[src/rtl/core/opbb_pkg.sv]
// ----------------------------------------------------------------------------
// opbb_pkg
// Shared constants, types and helpers of the opaque pixel bounding box.
// ----------------------------------------------------------------------------
`default_nettype none

package opbb_pkg;

    // Largest frame side the column memory covers.
    localparam int MAX_FRAME_SIDE = 1024;
    // Position width (0 .. side-1) and side width (1 .. side).
    localparam int POS_W  = $clog2(MAX_FRAME_SIDE);
    localparam int SIDE_W = POS_W + 1;

    // Configuration port.
    localparam int CFG_DATA_W = 32;
    localparam int CFG_ADDR_W = 3;
    localparam logic [SIDE_W-1:0] FRAME_WIDTH_RESET  = SIDE_W'(64);
    localparam logic [SIDE_W-1:0] FRAME_HEIGHT_RESET = SIDE_W'(64);

    typedef enum logic [0:0] {
        REG_FRAME_WIDTH  = 1'b0,
        REG_FRAME_HEIGHT = 1'b1
    } t_reg_idx;

    // Bounding box snapshot taken on the final pixel.
    typedef struct packed {
        logic [SIDE_W-1:0] min_x;
        logic [SIDE_W-1:0] min_y;
        logic [POS_W-1:0]  max_x;
        logic [POS_W-1:0]  max_y;
        logic [SIDE_W-1:0] side_w;
        logic [SIDE_W-1:0] side_h;
    } t_snap;

    // Crop rectangle.
    typedef struct packed {
        logic [POS_W-1:0]  x;
        logic [POS_W-1:0]  y;
        logic [SIDE_W-1:0] width;
        logic [SIDE_W-1:0] height;
    } t_crop;

    // Map a programmed side into 1 .. MAX_FRAME_SIDE.
    function automatic logic [SIDE_W-1:0] eff_side(input logic [SIDE_W-1:0] v);
        if (v == '0) begin
            return SIDE_W'(1);
        end else if (v > SIDE_W'(MAX_FRAME_SIDE)) begin
            return SIDE_W'(MAX_FRAME_SIDE);
        end else begin
            return v;
        end
    endfunction

    // Pull the minimum back by the far margin, clamp into 0 .. side-1.
    function automatic logic [POS_W-1:0] crop_low(
        input logic [SIDE_W-1:0] mn,
        input logic [POS_W-1:0]  mx,
        input logic [SIDE_W-1:0] side
    );
        logic signed [SIDE_W+1:0] lo;
        logic signed [SIDE_W+1:0] top;
        lo  = $signed({2'b00, mn}) + $signed({3'b000, mx}) - $signed({2'b00, side});
        top = $signed({2'b00, side - SIDE_W'(1)});
        if (lo[SIDE_W+1]) begin
            lo = '0;
        end else if (lo > top) begin
            lo = top;
        end
        return lo[POS_W-1:0];
    endfunction

endpackage

`default_nettype wire

[src/rtl/core/opaque_pixel_bounding_box.sv]
// Throughput: one pixel per cycle over column and frame ends, unless a final pixel
// finds the crop stage full. The crop passes stage 1, the snapshot register and the
// output register. The column memory is read at transfer, written back as stage 1
// retires; a same-row hit (one-pixel-high frames) is forwarded from the write port.
// Reset: synchronous, active low; sides return to 64, tracking restarts at (0, 0).
// The column memory is not cleared: column 0 never uses it.
// ----------------------------------------------------------------------------
// opaque_pixel_bounding_box
// Streams animation pixels column by column and reports the crop rectangle
// around the pixels that sit in a mostly opaque 2x2 window.
// ----------------------------------------------------------------------------
`default_nettype none

module opaque_pixel_bounding_box (
    input  wire logic                              i_clk,
    input  wire logic                              i_rst_n,
    // APB-style configuration port
    input  wire logic                              psel,
    input  wire logic                              penable,
    input  wire logic                              pwrite,
    input  wire logic [opbb_pkg::CFG_ADDR_W-1:0]   paddr,
    input  wire logic [opbb_pkg::CFG_DATA_W-1:0]   pwdata,
    output logic      [opbb_pkg::CFG_DATA_W-1:0]   prdata,
    output logic                                   pready,
    // pixel input
    input  wire logic                              i_in_valid,
    output logic                                   o_in_ready,
    input  wire logic [31:0]                       i_pixel_argb,
    input  wire logic                              i_final_pixel,
    // crop output
    output logic                                   o_out_valid,
    input  wire logic                              i_out_ready,
    output logic      [opbb_pkg::POS_W-1:0]        o_crop_x,
    output logic      [opbb_pkg::POS_W-1:0]        o_crop_y,
    output logic      [opbb_pkg::SIDE_W-1:0]       o_crop_width,
    output logic      [opbb_pkg::SIDE_W-1:0]       o_crop_height
);

    // ------------------------------------------------------------------
    // Configuration registers
    // ------------------------------------------------------------------
    logic [opbb_pkg::SIDE_W-1:0] r_frame_width;
    logic [opbb_pkg::SIDE_W-1:0] r_frame_height;
    logic                        cfg_wr;

    assign pready = 1'b1;
    assign cfg_wr = psel && penable && pwrite && pready;

    always_ff @(posedge i_clk) begin
        if (!i_rst_n) begin
            r_frame_width  <= opbb_pkg::FRAME_WIDTH_RESET;
            r_frame_height <= opbb_pkg::FRAME_HEIGHT_RESET;
        end else if (cfg_wr) begin
            case (paddr[2])
                opbb_pkg::REG_FRAME_WIDTH: begin
                    r_frame_width <= pwdata[opbb_pkg::SIDE_W-1:0];
                end
                opbb_pkg::REG_FRAME_HEIGHT: begin
                    r_frame_height <= pwdata[opbb_pkg::SIDE_W-1:0];
                end
                default: begin
                end
            endcase
        end
    end

    always_comb begin
        case (paddr[2])
            opbb_pkg::REG_FRAME_WIDTH: begin
                prdata = opbb_pkg::CFG_DATA_W'(r_frame_width);
            end
            opbb_pkg::REG_FRAME_HEIGHT: begin
                prdata = opbb_pkg::CFG_DATA_W'(r_frame_height);
            end
            default: begin
                prdata = '0;
            end
        endcase
    end

    // Effective sides, clamped into 1 .. MAX_FRAME_SIDE.
    logic [opbb_pkg::SIDE_W-1:0] side_w;
    logic [opbb_pkg::SIDE_W-1:0] side_h;

    assign side_w = opbb_pkg::eff_side(r_frame_width);
    assign side_h = opbb_pkg::eff_side(r_frame_height);

    // ------------------------------------------------------------------
    // Handshake and stage control
    // ------------------------------------------------------------------
    logic in_xfer;
    logic s1_go;
    logic snap_valid;
    logic snap_ready;

    logic                       r_s1_valid;
    logic                       r_s1_cur;
    logic                       r_s1_fin;
    logic                       r_s1_wrap;
    logic [opbb_pkg::POS_W-1:0] r_s1_x;
    logic [opbb_pkg::POS_W-1:0] r_s1_y;
    logic                       r_s1_fwd;
    logic                       r_s1_fwd_val;

    // Stage 1 retires unless its final pixel finds the crop stage full.
    assign snap_valid = r_s1_valid && r_s1_fin;
    assign s1_go      = r_s1_valid && (!r_s1_fin || snap_ready);
    assign o_in_ready = !r_s1_valid || s1_go;
    assign in_xfer    = i_in_valid && o_in_ready;

    // ------------------------------------------------------------------
    // Stage 0: position counters and column memory read
    // ------------------------------------------------------------------
    logic [opbb_pkg::POS_W-1:0] r_x;
    logic [opbb_pkg::POS_W-1:0] r_y;
    logic                       wrap_y;
    logic                       wrap_x;
    logic                       cur;
    logic                       fwd_hit;

    assign cur    = (i_pixel_argb != '0);
    assign wrap_y = ({1'b0, r_y} + opbb_pkg::SIDE_W'(1)) >= side_h;
    assign wrap_x = ({1'b0, r_x} + opbb_pkg::SIDE_W'(1)) >= side_w;
    // Same row being written back this cycle: the read sees the old word.
    assign fwd_hit = s1_go && (r_s1_y == r_y);

    always_ff @(posedge i_clk) begin
        if (!i_rst_n) begin
            r_x <= '0;
            r_y <= '0;
        end else if (in_xfer) begin
            if (i_final_pixel) begin
                // restart tracking at the origin
                r_x <= '0;
                r_y <= '0;
            end else if (wrap_y) begin
                r_y <= '0;
                r_x <= wrap_x ? '0 : r_x + opbb_pkg::POS_W'(1);
            end else begin
                r_y <= r_y + opbb_pkg::POS_W'(1);
            end
        end
    end

    always_ff @(posedge i_clk) begin
        if (!i_rst_n) begin
            r_s1_valid <= 1'b0;
        end else if (in_xfer) begin
            r_s1_valid <= 1'b1;
        end else if (s1_go) begin
            r_s1_valid <= 1'b0;
        end
        if (in_xfer) begin
            r_s1_cur     <= cur;
            r_s1_fin     <= i_final_pixel;
            r_s1_wrap    <= wrap_y;
            r_s1_x       <= r_x;
            r_s1_y       <= r_y;
            r_s1_fwd     <= fwd_hit;
            r_s1_fwd_val <= r_s1_cur;
        end
    end

    // Opacity of the previous column, one bit per row.
    logic col_rd_data;

    opbb_ram #(
        .WIDTH (1),
        .DEPTH (opbb_pkg::MAX_FRAME_SIDE)
    ) u_col_ram (
        .i_clk     (i_clk),
        .i_wr_en   (s1_go),
        .i_wr_addr (r_s1_y),
        .i_wr_data (r_s1_cur),
        .i_rd_en   (in_xfer),
        .i_rd_addr (r_y),
        .o_rd_data (col_rd_data)
    );

    // ------------------------------------------------------------------
    // Stage 1: 2x2 window test, bounding box update, write back
    // ------------------------------------------------------------------
    logic                        r_above;
    logic                        r_upleft;
    logic [opbb_pkg::SIDE_W-1:0] r_min_x;
    logic [opbb_pkg::SIDE_W-1:0] r_min_y;
    logic [opbb_pkg::POS_W-1:0]  r_max_x;
    logic [opbb_pkg::POS_W-1:0]  r_max_y;
    logic                        r_any;

    logic                        left_raw;
    logic                        left;
    logic                        up;
    logic                        upleft;
    logic [1:0]                  nbr_cnt;
    logic                        counted;
    logic [opbb_pkg::SIDE_W-1:0] n_min_x;
    logic [opbb_pkg::SIDE_W-1:0] n_min_y;
    logic [opbb_pkg::POS_W-1:0]  n_max_x;
    logic [opbb_pkg::POS_W-1:0]  n_max_y;
    logic                        n_any;
    opbb_pkg::t_snap             snap;

    assign left_raw = r_s1_fwd ? r_s1_fwd_val : col_rd_data;
    // Neighbors outside the frame count as transparent.
    assign left     = (r_s1_x != '0) && left_raw;
    assign up       = (r_s1_y != '0) && r_above;
    assign upleft   = (r_s1_x != '0) && (r_s1_y != '0) && r_upleft;
    assign nbr_cnt  = 2'(left) + 2'(up) + 2'(upleft);
    // Opaque plus at least two opaque neighbors.
    assign counted  = r_s1_cur && (nbr_cnt >= 2'd2);

    always_comb begin
        n_min_x = r_min_x;
        n_min_y = r_min_y;
        n_max_x = r_max_x;
        n_max_y = r_max_y;
        n_any   = r_any || counted;
        if (counted) begin
            if ({1'b0, r_s1_x} < r_min_x) begin
                n_min_x = {1'b0, r_s1_x};
            end
            if ({1'b0, r_s1_y} < r_min_y) begin
                n_min_y = {1'b0, r_s1_y};
            end
            if (r_s1_x > r_max_x) begin
                n_max_x = r_s1_x;
            end
            if (r_s1_y > r_max_y) begin
                n_max_y = r_s1_y;
            end
        end
    end

    // With nothing counted the box collapses to the whole frame.
    always_comb begin
        snap.min_x  = n_any ? n_min_x : side_w;
        snap.min_y  = n_any ? n_min_y : side_h;
        snap.max_x  = n_max_x;
        snap.max_y  = n_max_y;
        snap.side_w = side_w;
        snap.side_h = side_h;
    end

    always_ff @(posedge i_clk) begin
        if (!i_rst_n) begin
            r_above  <= 1'b0;
            r_upleft <= 1'b0;
            r_min_x  <= opbb_pkg::eff_side(opbb_pkg::FRAME_WIDTH_RESET);
            r_min_y  <= opbb_pkg::eff_side(opbb_pkg::FRAME_HEIGHT_RESET);
            r_max_x  <= '0;
            r_max_y  <= '0;
            r_any    <= 1'b0;
        end else if (s1_go) begin
            if (r_s1_fin) begin
                // drop the box, start fresh for the next animation
                r_above  <= 1'b0;
                r_upleft <= 1'b0;
                r_min_x  <= side_w;
                r_min_y  <= side_h;
                r_max_x  <= '0;
                r_max_y  <= '0;
                r_any    <= 1'b0;
            end else begin
                r_above  <= r_s1_wrap ? 1'b0 : r_s1_cur;
                r_upleft <= left_raw;
                r_min_x  <= n_min_x;
                r_min_y  <= n_min_y;
                r_max_x  <= n_max_x;
                r_max_y  <= n_max_y;
                r_any    <= n_any;
            end
        end
    end

    // ------------------------------------------------------------------
    // Stage 2: crop rectangle and output register
    // ------------------------------------------------------------------
    opbb_pkg::t_crop crop;

    opbb_crop u_crop (
        .i_clk        (i_clk),
        .i_rst_n      (i_rst_n),
        .i_snap_valid (snap_valid),
        .o_snap_ready (snap_ready),
        .i_snap       (snap),
        .o_valid      (o_out_valid),
        .i_ready      (i_out_ready),
        .o_crop       (crop)
    );

    assign o_crop_x      = crop.x;
    assign o_crop_y      = crop.y;
    assign o_crop_width  = crop.width;
    assign o_crop_height = crop.height;

endmodule

`default_nettype wire

[src/rtl/core/opbb_ram.sv]
// ----------------------------------------------------------------------------
// opbb_ram
// Generic single-clock RAM, one write and one read port, registered read.
// ----------------------------------------------------------------------------
`default_nettype none

module opbb_ram #(
    parameter int WIDTH = 1,
    parameter int DEPTH = 1024
) (
    input  wire logic                     i_clk,
    input  wire logic                     i_wr_en,
    input  wire logic [$clog2(DEPTH)-1:0] i_wr_addr,
    input  wire logic [WIDTH-1:0]         i_wr_data,
    input  wire logic                     i_rd_en,
    input  wire logic [$clog2(DEPTH)-1:0] i_rd_addr,
    output logic      [WIDTH-1:0]         o_rd_data
);

    logic [WIDTH-1:0] r_mem [DEPTH];
    logic [WIDTH-1:0] r_rd_data;

    // Read returns the old word when both ports hit the same address.
    always_ff @(posedge i_clk) begin
        if (i_wr_en) begin
            r_mem[i_wr_addr] <= i_wr_data;
        end
        if (i_rd_en) begin
            r_rd_data <= r_mem[i_rd_addr];
        end
    end

    assign o_rd_data = r_rd_data;

endmodule

`default_nettype wire

[src/rtl/core/opbb_crop.sv]
// ----------------------------------------------------------------------------
// opbb_crop
// Turns a bounding box snapshot into a crop rectangle; holds the result.
// ----------------------------------------------------------------------------
`default_nettype none

module opbb_crop (
    input  wire logic            i_clk,
    input  wire logic            i_rst_n,
    input  wire logic            i_snap_valid,
    output logic                 o_snap_ready,
    input  wire opbb_pkg::t_snap i_snap,
    output logic                 o_valid,
    input  wire logic            i_ready,
    output opbb_pkg::t_crop      o_crop
);

    logic            r_snap_valid;
    opbb_pkg::t_snap r_snap;
    logic            r_out_valid;
    opbb_pkg::t_crop r_out;

    logic            move;
    logic            snap_take;
    opbb_pkg::t_crop n_out;

    assign move         = r_snap_valid && (!r_out_valid || i_ready);
    assign o_snap_ready = !r_snap_valid || move;
    assign snap_take    = i_snap_valid && o_snap_ready;

    always_comb begin
        n_out.x      = opbb_pkg::crop_low(r_snap.min_x, r_snap.max_x, r_snap.side_w);
        n_out.y      = opbb_pkg::crop_low(r_snap.min_y, r_snap.max_y, r_snap.side_h);
        n_out.width  = r_snap.side_w - {1'b0, n_out.x};
        n_out.height = r_snap.side_h - {1'b0, n_out.y};
    end

    always_ff @(posedge i_clk) begin
        if (!i_rst_n) begin
            r_snap_valid <= 1'b0;
            r_out_valid  <= 1'b0;
        end else begin
            if (snap_take) begin
                r_snap_valid <= 1'b1;
            end else if (move) begin
                r_snap_valid <= 1'b0;
            end
            if (move) begin
                r_out_valid <= 1'b1;
            end else if (i_ready) begin
                r_out_valid <= 1'b0;
            end
        end
        if (snap_take) begin
            r_snap <= i_snap;
        end
        if (move) begin
            r_out <= n_out;
        end
    end

    assign o_valid = r_out_valid;
    assign o_crop  = r_out;

endmodule

`default_nettype wire

[config.mk]
export PLATFORM = sky130hd
export DESIGN_NAME = opaque_pixel_bounding_box
export DESIGN_NICKNAME = d
export VERILOG_FILES = /design/src/rtl/core/opbb_pkg.sv /design/src/rtl/core/opaque_pixel_bounding_box.sv /design/src/rtl/core/opbb_ram.sv /design/src/rtl/core/opbb_crop.sv
export SDC_FILE = /design/constraint.sdc
export NUM_CORES = 2
export LEC_CHECK = 0
export BUFFER_PORTS_ARGS = -buffer_cell sky130_fd_sc_hd__buf_2
export CORE_ASPECT_RATIO = 2
export CORE_UTILIZATION = 46
export CTS_BUF_LIST = sky130_fd_sc_hd__clkbuf_8 sky130_fd_sc_hd__clkbuf_16
export DETAILED_ROUTE_END_ITERATION = 8
export SLEW_MARGIN = 20
export SYNTH_ARGS = -nofsm -noshare
export SYNTH_HDL_FRONTEND = slang
export SYNTH_HIERARCHICAL = 1
export SYNTH_SLANG_ARGS = --single-unit
[constraint.sdc]
create_clock -name i_clk -period 20.3 [get_ports i_clk]
set_input_delay 1.015 -clock i_clk [delete_from_list [all_inputs] [get_ports i_clk]]
set_output_delay 1.015 -clock i_clk [all_outputs]
set_load 0.1 [all_outputs]
Word level (Yosys, flattened, before mapping)
Memory sizes are Yosys's and may differ from the RTL's. A register that Yosys moved wholly into a read port is not among the register bits.
Cells that the tools add are included.
{"block": "word_totals", "ff_bits": 221, "ramBits": 1024, "inputBits": 75, "output_inout_bits": 77, "elab_cells": 134, "n_memories": 1}
{"block": "classes", "n_addsub": 14, "order_cmp": 11, "eq_ne": 1, "n_mux": 41, "n_bitwise": 1, "n_reduce_logical": 34}
{"name": "u_col_ram.r_mem", "depth": 1024, "word_bits": 1, "read_ports": 1, "rd_clocked_by_memory_dff": 1, "write_ports": 1, "line_no": "opbb_ram.sv:20", "text": "logic [WIDTH-1:0] r_mem [DEPTH];"}
{"operator": "10-bit 2-to-1 mux", "n": 15}
{"operator": "11-bit 2-to-1 mux", "n": 12}
{"operator": "32-bit case mux with 2 select lines", "n": 1}
{"operator": "32-bit nonzero test", "n": 1}
{"operator": "13-bit by 12-bit > comparator with 1-bit output", "n": 2}
{"operator": "12-bit by 11-bit subtractor with 13-bit output", "n": 2}
{"operator": "11-bit by 10-bit adder with 12-bit output", "n": 2}
{"operator": "10-bit by 1-bit adder with 11-bit output (second input constant)", "n": 2}
{"operator": "11-bit >= comparator", "n": 2}
{"operator": "11-bit > comparator (second input constant)", "n": 2}
{"operator": "11-bit logical NOT", "n": 2}
{"operator": "10-bit by 11-bit < comparator with 1-bit output", "n": 2}
{"operator": "11-bit by 1-bit subtractor with 11-bit output (second input constant)", "n": 2}
{"operator": "11-bit by 10-bit subtractor with 11-bit output", "n": 2}
{"operator": "10-bit by 1-bit adder with 10-bit output (second input constant)", "n": 2}
{"operator": "10-bit > comparator", "n": 2}
{"operator": "10-bit nonzero test", "n": 2}
{"operator": "1-bit logical AND", "n": 13}
{"operator": "1-bit 2-to-1 mux", "n": 13}
{"operator": "10-bit equality test", "n": 1}
{"operator": "2-bit nonzero test", "n": 4}
{"operator": "2-bit AND reduction", "n": 3}
{"operator": "1-bit logical OR", "n": 5}
{"operator": "1-bit logical NOT", "n": 4}
{"operator": "4 further kinds", "n": 4}

Longest topological paths before layout
{"block": "logic_depth", "depth_word": 9, "mapped_depth": 28}

Modules after synthesis
The synthesis kept the hierarchy.
{"module": "opbb_ram", "instances": 1, "cells_per_inst": 3112, "area_each_um2": 44666.6, "seq_area_each_um2": 30779.5}
{"module": "opaque_pixel_bounding_box", "instances": 1, "cells_per_inst": 893, "area_each_um2": 7498.4, "seq_area_each_um2": 2512.4}
{"module": "opbb_crop", "instances": 1, "cells_per_inst": 687, "area_each_um2": 7449.6, "seq_area_each_um2": 3223.1}

Least setup slack after synthesis
Ideal clock, no wire load.
{"block": "synth_timing", "path_kind": "reg2reg", "from": "reg r_s1_cur", "to": "reg r_s1_fwd_val (data pin)", "setup_ps": 2685, "arrival_ps": 12087, "t_required_ps": 17615, "setup_slack_ps": 5527, "path_stages_with_launch": 1, "path_buffers": 0, "synth_period_minus_slack_ps": 14773, "cell_sequence": "edfxtp_1"}
{"item": "start: declaration", "line_no": "opaque_pixel_bounding_box.sv:97", "text": "logic r_s1_cur;"}
{"item": "start signal: assignment", "line_no": "opaque_pixel_bounding_box.sv:154", "text": "r_s1_cur <= cur;"}
{"item": "end signal: assignment", "line_no": "opaque_pixel_bounding_box.sv:160", "text": "r_s1_fwd_val <= r_s1_cur;"}
{"item": "end: declaration", "line_no": "opaque_pixel_bounding_box.sv:103", "text": "logic r_s1_fwd_val;"}
No word-level cell between the ends.

==> results.md <==
Power and ir drop:
- Of the total power, registers draw 0.511.
- The combinational share of power is 0.112.
- For this design the total switching power over the nets is 1.36 mW.
- The peak ir drop on the vdd network is 63.0 uV.
- The share of total power dissipated in the clock network is 0.377.
- Internal power comes to 4.21 mW.
- Dividing total power by cell area gives a power density of 85.6 nW/um2.
- For this design the static power due to leakage is 20.6 nW.
- The switching part of the total is 0.244.

Timing:
- Based on the critical path, the design can be clocked at up to 142 MHz.
- The total negative slack for setup checks is 0 ns.
- The worst pin sits at a relative slew slack of 0.270.
- The final hold violation count was 0.
- The actual slew at the worst max-slew pin is 1.09 ns.
- The final period demand of the worst path is 7.04 ns.
- The number of pins exceeding their max-slew limit in the final report came to 0.
- Setup repair after global routing left no endpoint under its margin.
- Across the routed clock network, the largest skew measured is 0.0375 ns.
- Of the available clock period, the critical path in the final layout requires 0.347.
- Setup violations remaining at the end of the flow were counted as 0.

Routing:
- The first TritonRoute pass finished after 5 iterations.
- The count of antenna-violating nets left after detailed routing is 0.
- After detailed routing, the average wire length per cell comes to 25.9 um.
- The detailed-routed wire length on met3 is 8320 um.
- The DRC violation total after the first TritonRoute iteration is 3581.
- The routed length on met1 is 55000 um.
- The post-detailed-route via-to-cell ratio is 5.96.
- For this run, design rule violations remaining after detail routing come to 0.
- The detailed-route wire length is 166000 um.
- The vias after detailed routing is 38300.
- The highest metal layer with signal wires is met4.
- The routed design uses 91200 um of met2 wire.

Placement:
- After legalization and detailed placement, the total HPWL measured 102000 um.
- During placement, the flow inserted port buffers numbering 106.
- The last weighted congestion value of the routability-driven placer is 0.884.
- Summing all placed instances gives a cell area of 61500 um2.

Synth:
- In the synthesized netlist the dominant register cell turns out to be sky130_fd_sc_hd__edfxtp_1.
- The largest family of logic cells by synthesized area is simple AND/OR/NAND/NOR gates.
- The fraction of the mapped netlist area in compound gates was 0.0636.
- The yosys synthesis warning count is 6.
- In the post-synthesis netlist, the cell with the most instances is sky130_fd_sc_hd__edfxtp_1.
- The sequential share of the synthesized area is 0.613.
- The fraction of registers with async set or reset after synthesis is 0.
- The count of cell types in the netlist is 91.
- Of the post-synthesis cell area, the dominant cell type holds 0.582.
- The per-instance average area after synthesis is 12.7 um2.
- Of the total synthesized cell area, the portion taken by AND, OR, NAND and NOR gates is 0.119.
- The biggest area contributor in the post-synthesis netlist is sky130_fd_sc_hd__edfxtp_1.
- By count the netlist is led by 1156 x sky130_fd_sc_hd__edfxtp_1, 1109 x sky130_fd_sc_hd__nor2_1, 237 x sky130_fd_sc_hd__nand2_1.
- Ranked by total cell area, the synthesized netlist is headed by sky130_fd_sc_hd__edfxtp_1 58%, sky130_fd_sc_hd__mux4_2 7.6%, sky130_fd_sc_hd__nor2_1 7.0%.
- Synthesis handed over a netlist of 4692 instances.
- The post-synthesis share of cell area spent on full adders, half adders and majority gates is 0.0360.
- The portion of synthesized area spent on multiplexers is 0.113.
- The xor-xnor portion of the synthesized cell area is 0.0118.
- Synthesis inferred 1246 register bits.
- The cell area after technology mapping is 59600 um2.
- The number of enable-type register cells in the synthesized netlist is 1156.

GRT:
- The initial antenna violation count was 1.
- The first global-routing pass estimated 243000 um of wire.
- The via count of the first global-routing pass was 38700.
- Across every metal layer, demand over resource in global routing totals 0.251.
- The pin count of the biggest net entering global routing is 133.
- Summed over all layers, the global routing overflow is 0.

Clock network:
- The number of setup buffers added after CTS is 0.
- The number of clock sinks seen by CTS is 1246.
- The H-tree generated during clock tree synthesis spans 3 levels.
- The post-cts resize count is 0.
- TritonCTS built the clock tree.
- The master cell of the clock root buffer is sky130_fd_sc_hd__clkbuf_16.
- The hold buffer count at cts is 0.
- The maximum buffer depth of the clock tree is 3.
- Clock tree synthesis inserted a total of 108 buffers.
- The CTS clock-pin slew for the worst setup and hold paths is 0.07 ns.
- Clock latency on the worst-skew pair, taken at its later pin, is 0.73 ns.

Flow run:
- The number of max-capacitance violations reported is 0.

Worst setup path:
- The largest fanout of any net on the critical path is 6.
- The kind of end point of the critical path is a flop.
- The arrival time at the worst endpoint is 7.51 ns.
- The category of the most critical setup path is reg2reg.
- At the worst endpoint, the required time is 20.77 ns.
- The sort of element at the start of the critical path is a flop.

Floorplan:
- The floorplan step set the die height to 511 um.
- The region available for standard cell placement spans 128000 um2.
- The top-level I/O count is 152.
- The overall die width is 257 um.
- The floorplan has 186 rows.
- The overall die area is 131000 um2.
- The initial utilization of the core area, before any placement, comes to 0.464.

Cells and area:
- For this run, the post-layout net count is 4876.
- The final cell area excluding filler cells is 65000 um2.
- The share of post-route cells with drive strength above 1 is 0.142.
- Compared with the post-synthesis result, the final layout area differs by 9.11%.

Min path:
- The path type of the worst min-delay path is reg2reg.

Run status:
- The flow ran to the end, and the final reports show no timing, DRC or antenna violations.
-- routing by layer --
metal,GRT usage,vias up
met4,0.159,0
met5,0,-
met1,0.254,19500
met3,0.0304,446
li1,-,17000
met2,0.480,1348
-- worst max-delay path, cell delays in order (launching register included) --
cell	delay, ns
sky130_fd_sc_hd__edfxtp_1	0.53
sky130_fd_sc_hd__fa_1	0.58
sky130_fd_sc_hd__inv_1	0.04
sky130_fd_sc_hd__ha_1	0.35
sky130_fd_sc_hd__nor2b_1	0.17
sky130_fd_sc_hd__o31a_1	0.32
sky130_fd_sc_hd__o311a_1	0.32
sky130_fd_sc_hd__a211oi_1	0.46
sky130_fd_sc_hd__ha_1	0.34
sky130_fd_sc_hd__a21boi_0	0.13
sky130_fd_sc_hd__a2111oi_0	0.38
sky130_fd_sc_hd__a21oi_1	0.21
sky130_fd_sc_hd__nor4_2	0.90
sky130_fd_sc_hd__mux2_2	0.33
sky130_fd_sc_hd__ha_1	0.17
sky130_fd_sc_hd__inv_1	0.05
sky130_fd_sc_hd__fa_1	0.40
sky130_fd_sc_hd__a21o_1	0.18
sky130_fd_sc_hd__a21oi_1	0.26
sky130_fd_sc_hd__o211ai_1	0.17
sky130_fd_sc_hd__a31o_2	0.25
sky130_fd_sc_hd__a21oi_1	0.17
sky130_fd_sc_hd__xnor2_1	0.08
-- final timing paths --
kind,endpoint,start,slack (ns),cells past startpoint
worst max-delay path,u_crop/o_crop[21],u_crop/r_snap[13],13.26,22
worst min-delay path,r_s1_x[8],r_x[8],0.46,0
worst max register to register,u_crop/o_crop[21],u_crop/r_snap[13],13.26,22
worst min register to register,r_s1_x[8],r_x[8],0.46,0
-- state kept, by name (all words and copies together) (netlist names), 10 cells and up --
name             flops
r_max_x             10
u_crop/r_snap       64
r_y                 10
r_s1_y              10
r_frame_width       11
u_col_ram/r_mem   1024
u_crop/o_crop       42
r_s1_x              10
r_x                 10
r_max_y             10
r_min_x             11
r_frame_height      11
r_min_y             11
-- cells in the final DEF, fill, tap and decap left out, types with 21 or more instances in the layout --
cell type	instances
sky130_fd_sc_hd__xnor2_1	44
sky130_fd_sc_hd__xor2_1	36
sky130_fd_sc_hd__nor2_1	1107
sky130_fd_sc_hd__nor3_1	68
sky130_fd_sc_hd__conb_1	22
sky130_fd_sc_hd__nand2_1	213
sky130_fd_sc_hd__mux4_2	200
sky130_fd_sc_hd__ha_1	133
sky130_fd_sc_hd__clkinv_1	28
sky130_fd_sc_hd__buf_2	106
sky130_fd_sc_hd__o22ai_1	31
sky130_fd_sc_hd__a21boi_0	31
sky130_fd_sc_hd__buf_4	85
sky130_fd_sc_hd__o21ai_0	100
sky130_fd_sc_hd__nand2_2	24
sky130_fd_sc_hd__edfxtp_1	1156
sky130_fd_sc_hd__mux2_2	23
sky130_fd_sc_hd__nor2b_1	34
sky130_fd_sc_hd__mux2i_1	158
sky130_fd_sc_hd__clkbuf_16	110
sky130_fd_sc_hd__dfxtp_1	85
sky130_fd_sc_hd__a21oi_1	120
sky130_fd_sc_hd__nand3_1	58
sky130_fd_sc_hd__o211ai_1	26
sky130_fd_sc_hd__nand4_1	26
sky130_fd_sc_hd__fa_1	24
sky130_fd_sc_hd__o221ai_1	56
sky130_fd_sc_hd__nor4_1	30
sky130_fd_sc_hd__inv_1	205
sky130_fd_sc_hd__a22oi_1	21
-- power by group through the flow --
| stage | combinational (mW) | sequential (mW) | clock [mW] |
|---|---|---|---|
| 2_1_floorplan | 0.446 | 2.97 | 0 |
| 4_1_cts | 0.628 | 2.85 | 2.13 |
| 5_1_grt | 0.676 | 2.85 | 2.22 |
| 6_report | 0.626 | 2.85 | 2.10 |
| 3_5_place_dp | 0.627 | 2.90 | 0 |
| 3_3_place_gp | 0.619 | 2.90 | 0 |
-- stage by stage --
stage,hold slack (ns),std cells,power [mW],setup slack (ns),utilization
6_report,0.456,6420,5.57,13.26,0.506
5_1_grt,0.472,6419,5.74,13.06,0.506
4_1_cts,0.444,6417,5.61,13.31,0.506
3_5_place_dp,0.427,6225,3.53,13.32,0.478
3_3_place_gp,0.428,6225,3.52,13.40,0.478
2_1_floorplan,0.408,4712,3.42,5.53,-
-- layout make-up --
cell class	instances	area, um2
multi-input cells	2893	20900
flip-flops and latches	1246	36500
repair buffers	197	1290
clock inverters	80	726
diodes	2	5.00
inverters	198	744
well taps	1692	2120
fillers	11200	63400
clock buffers	112	2780
-- cell families (layout without fill, tap and decap cells) --
kind of cell / after synthesis / in the layout
adders and majority gates: 157 / 157
muxes: 398 / 398
xor gates and xnor gates: 80 / 80
AOI/OAI and AO/OA: 552 / 552
and+or+nand+nor: 1684 / 1684
buffers and inverters: 573 / 587
DFF: 1246 / 1246
other: 2 / 24
(Power assumes the default switching activity.)
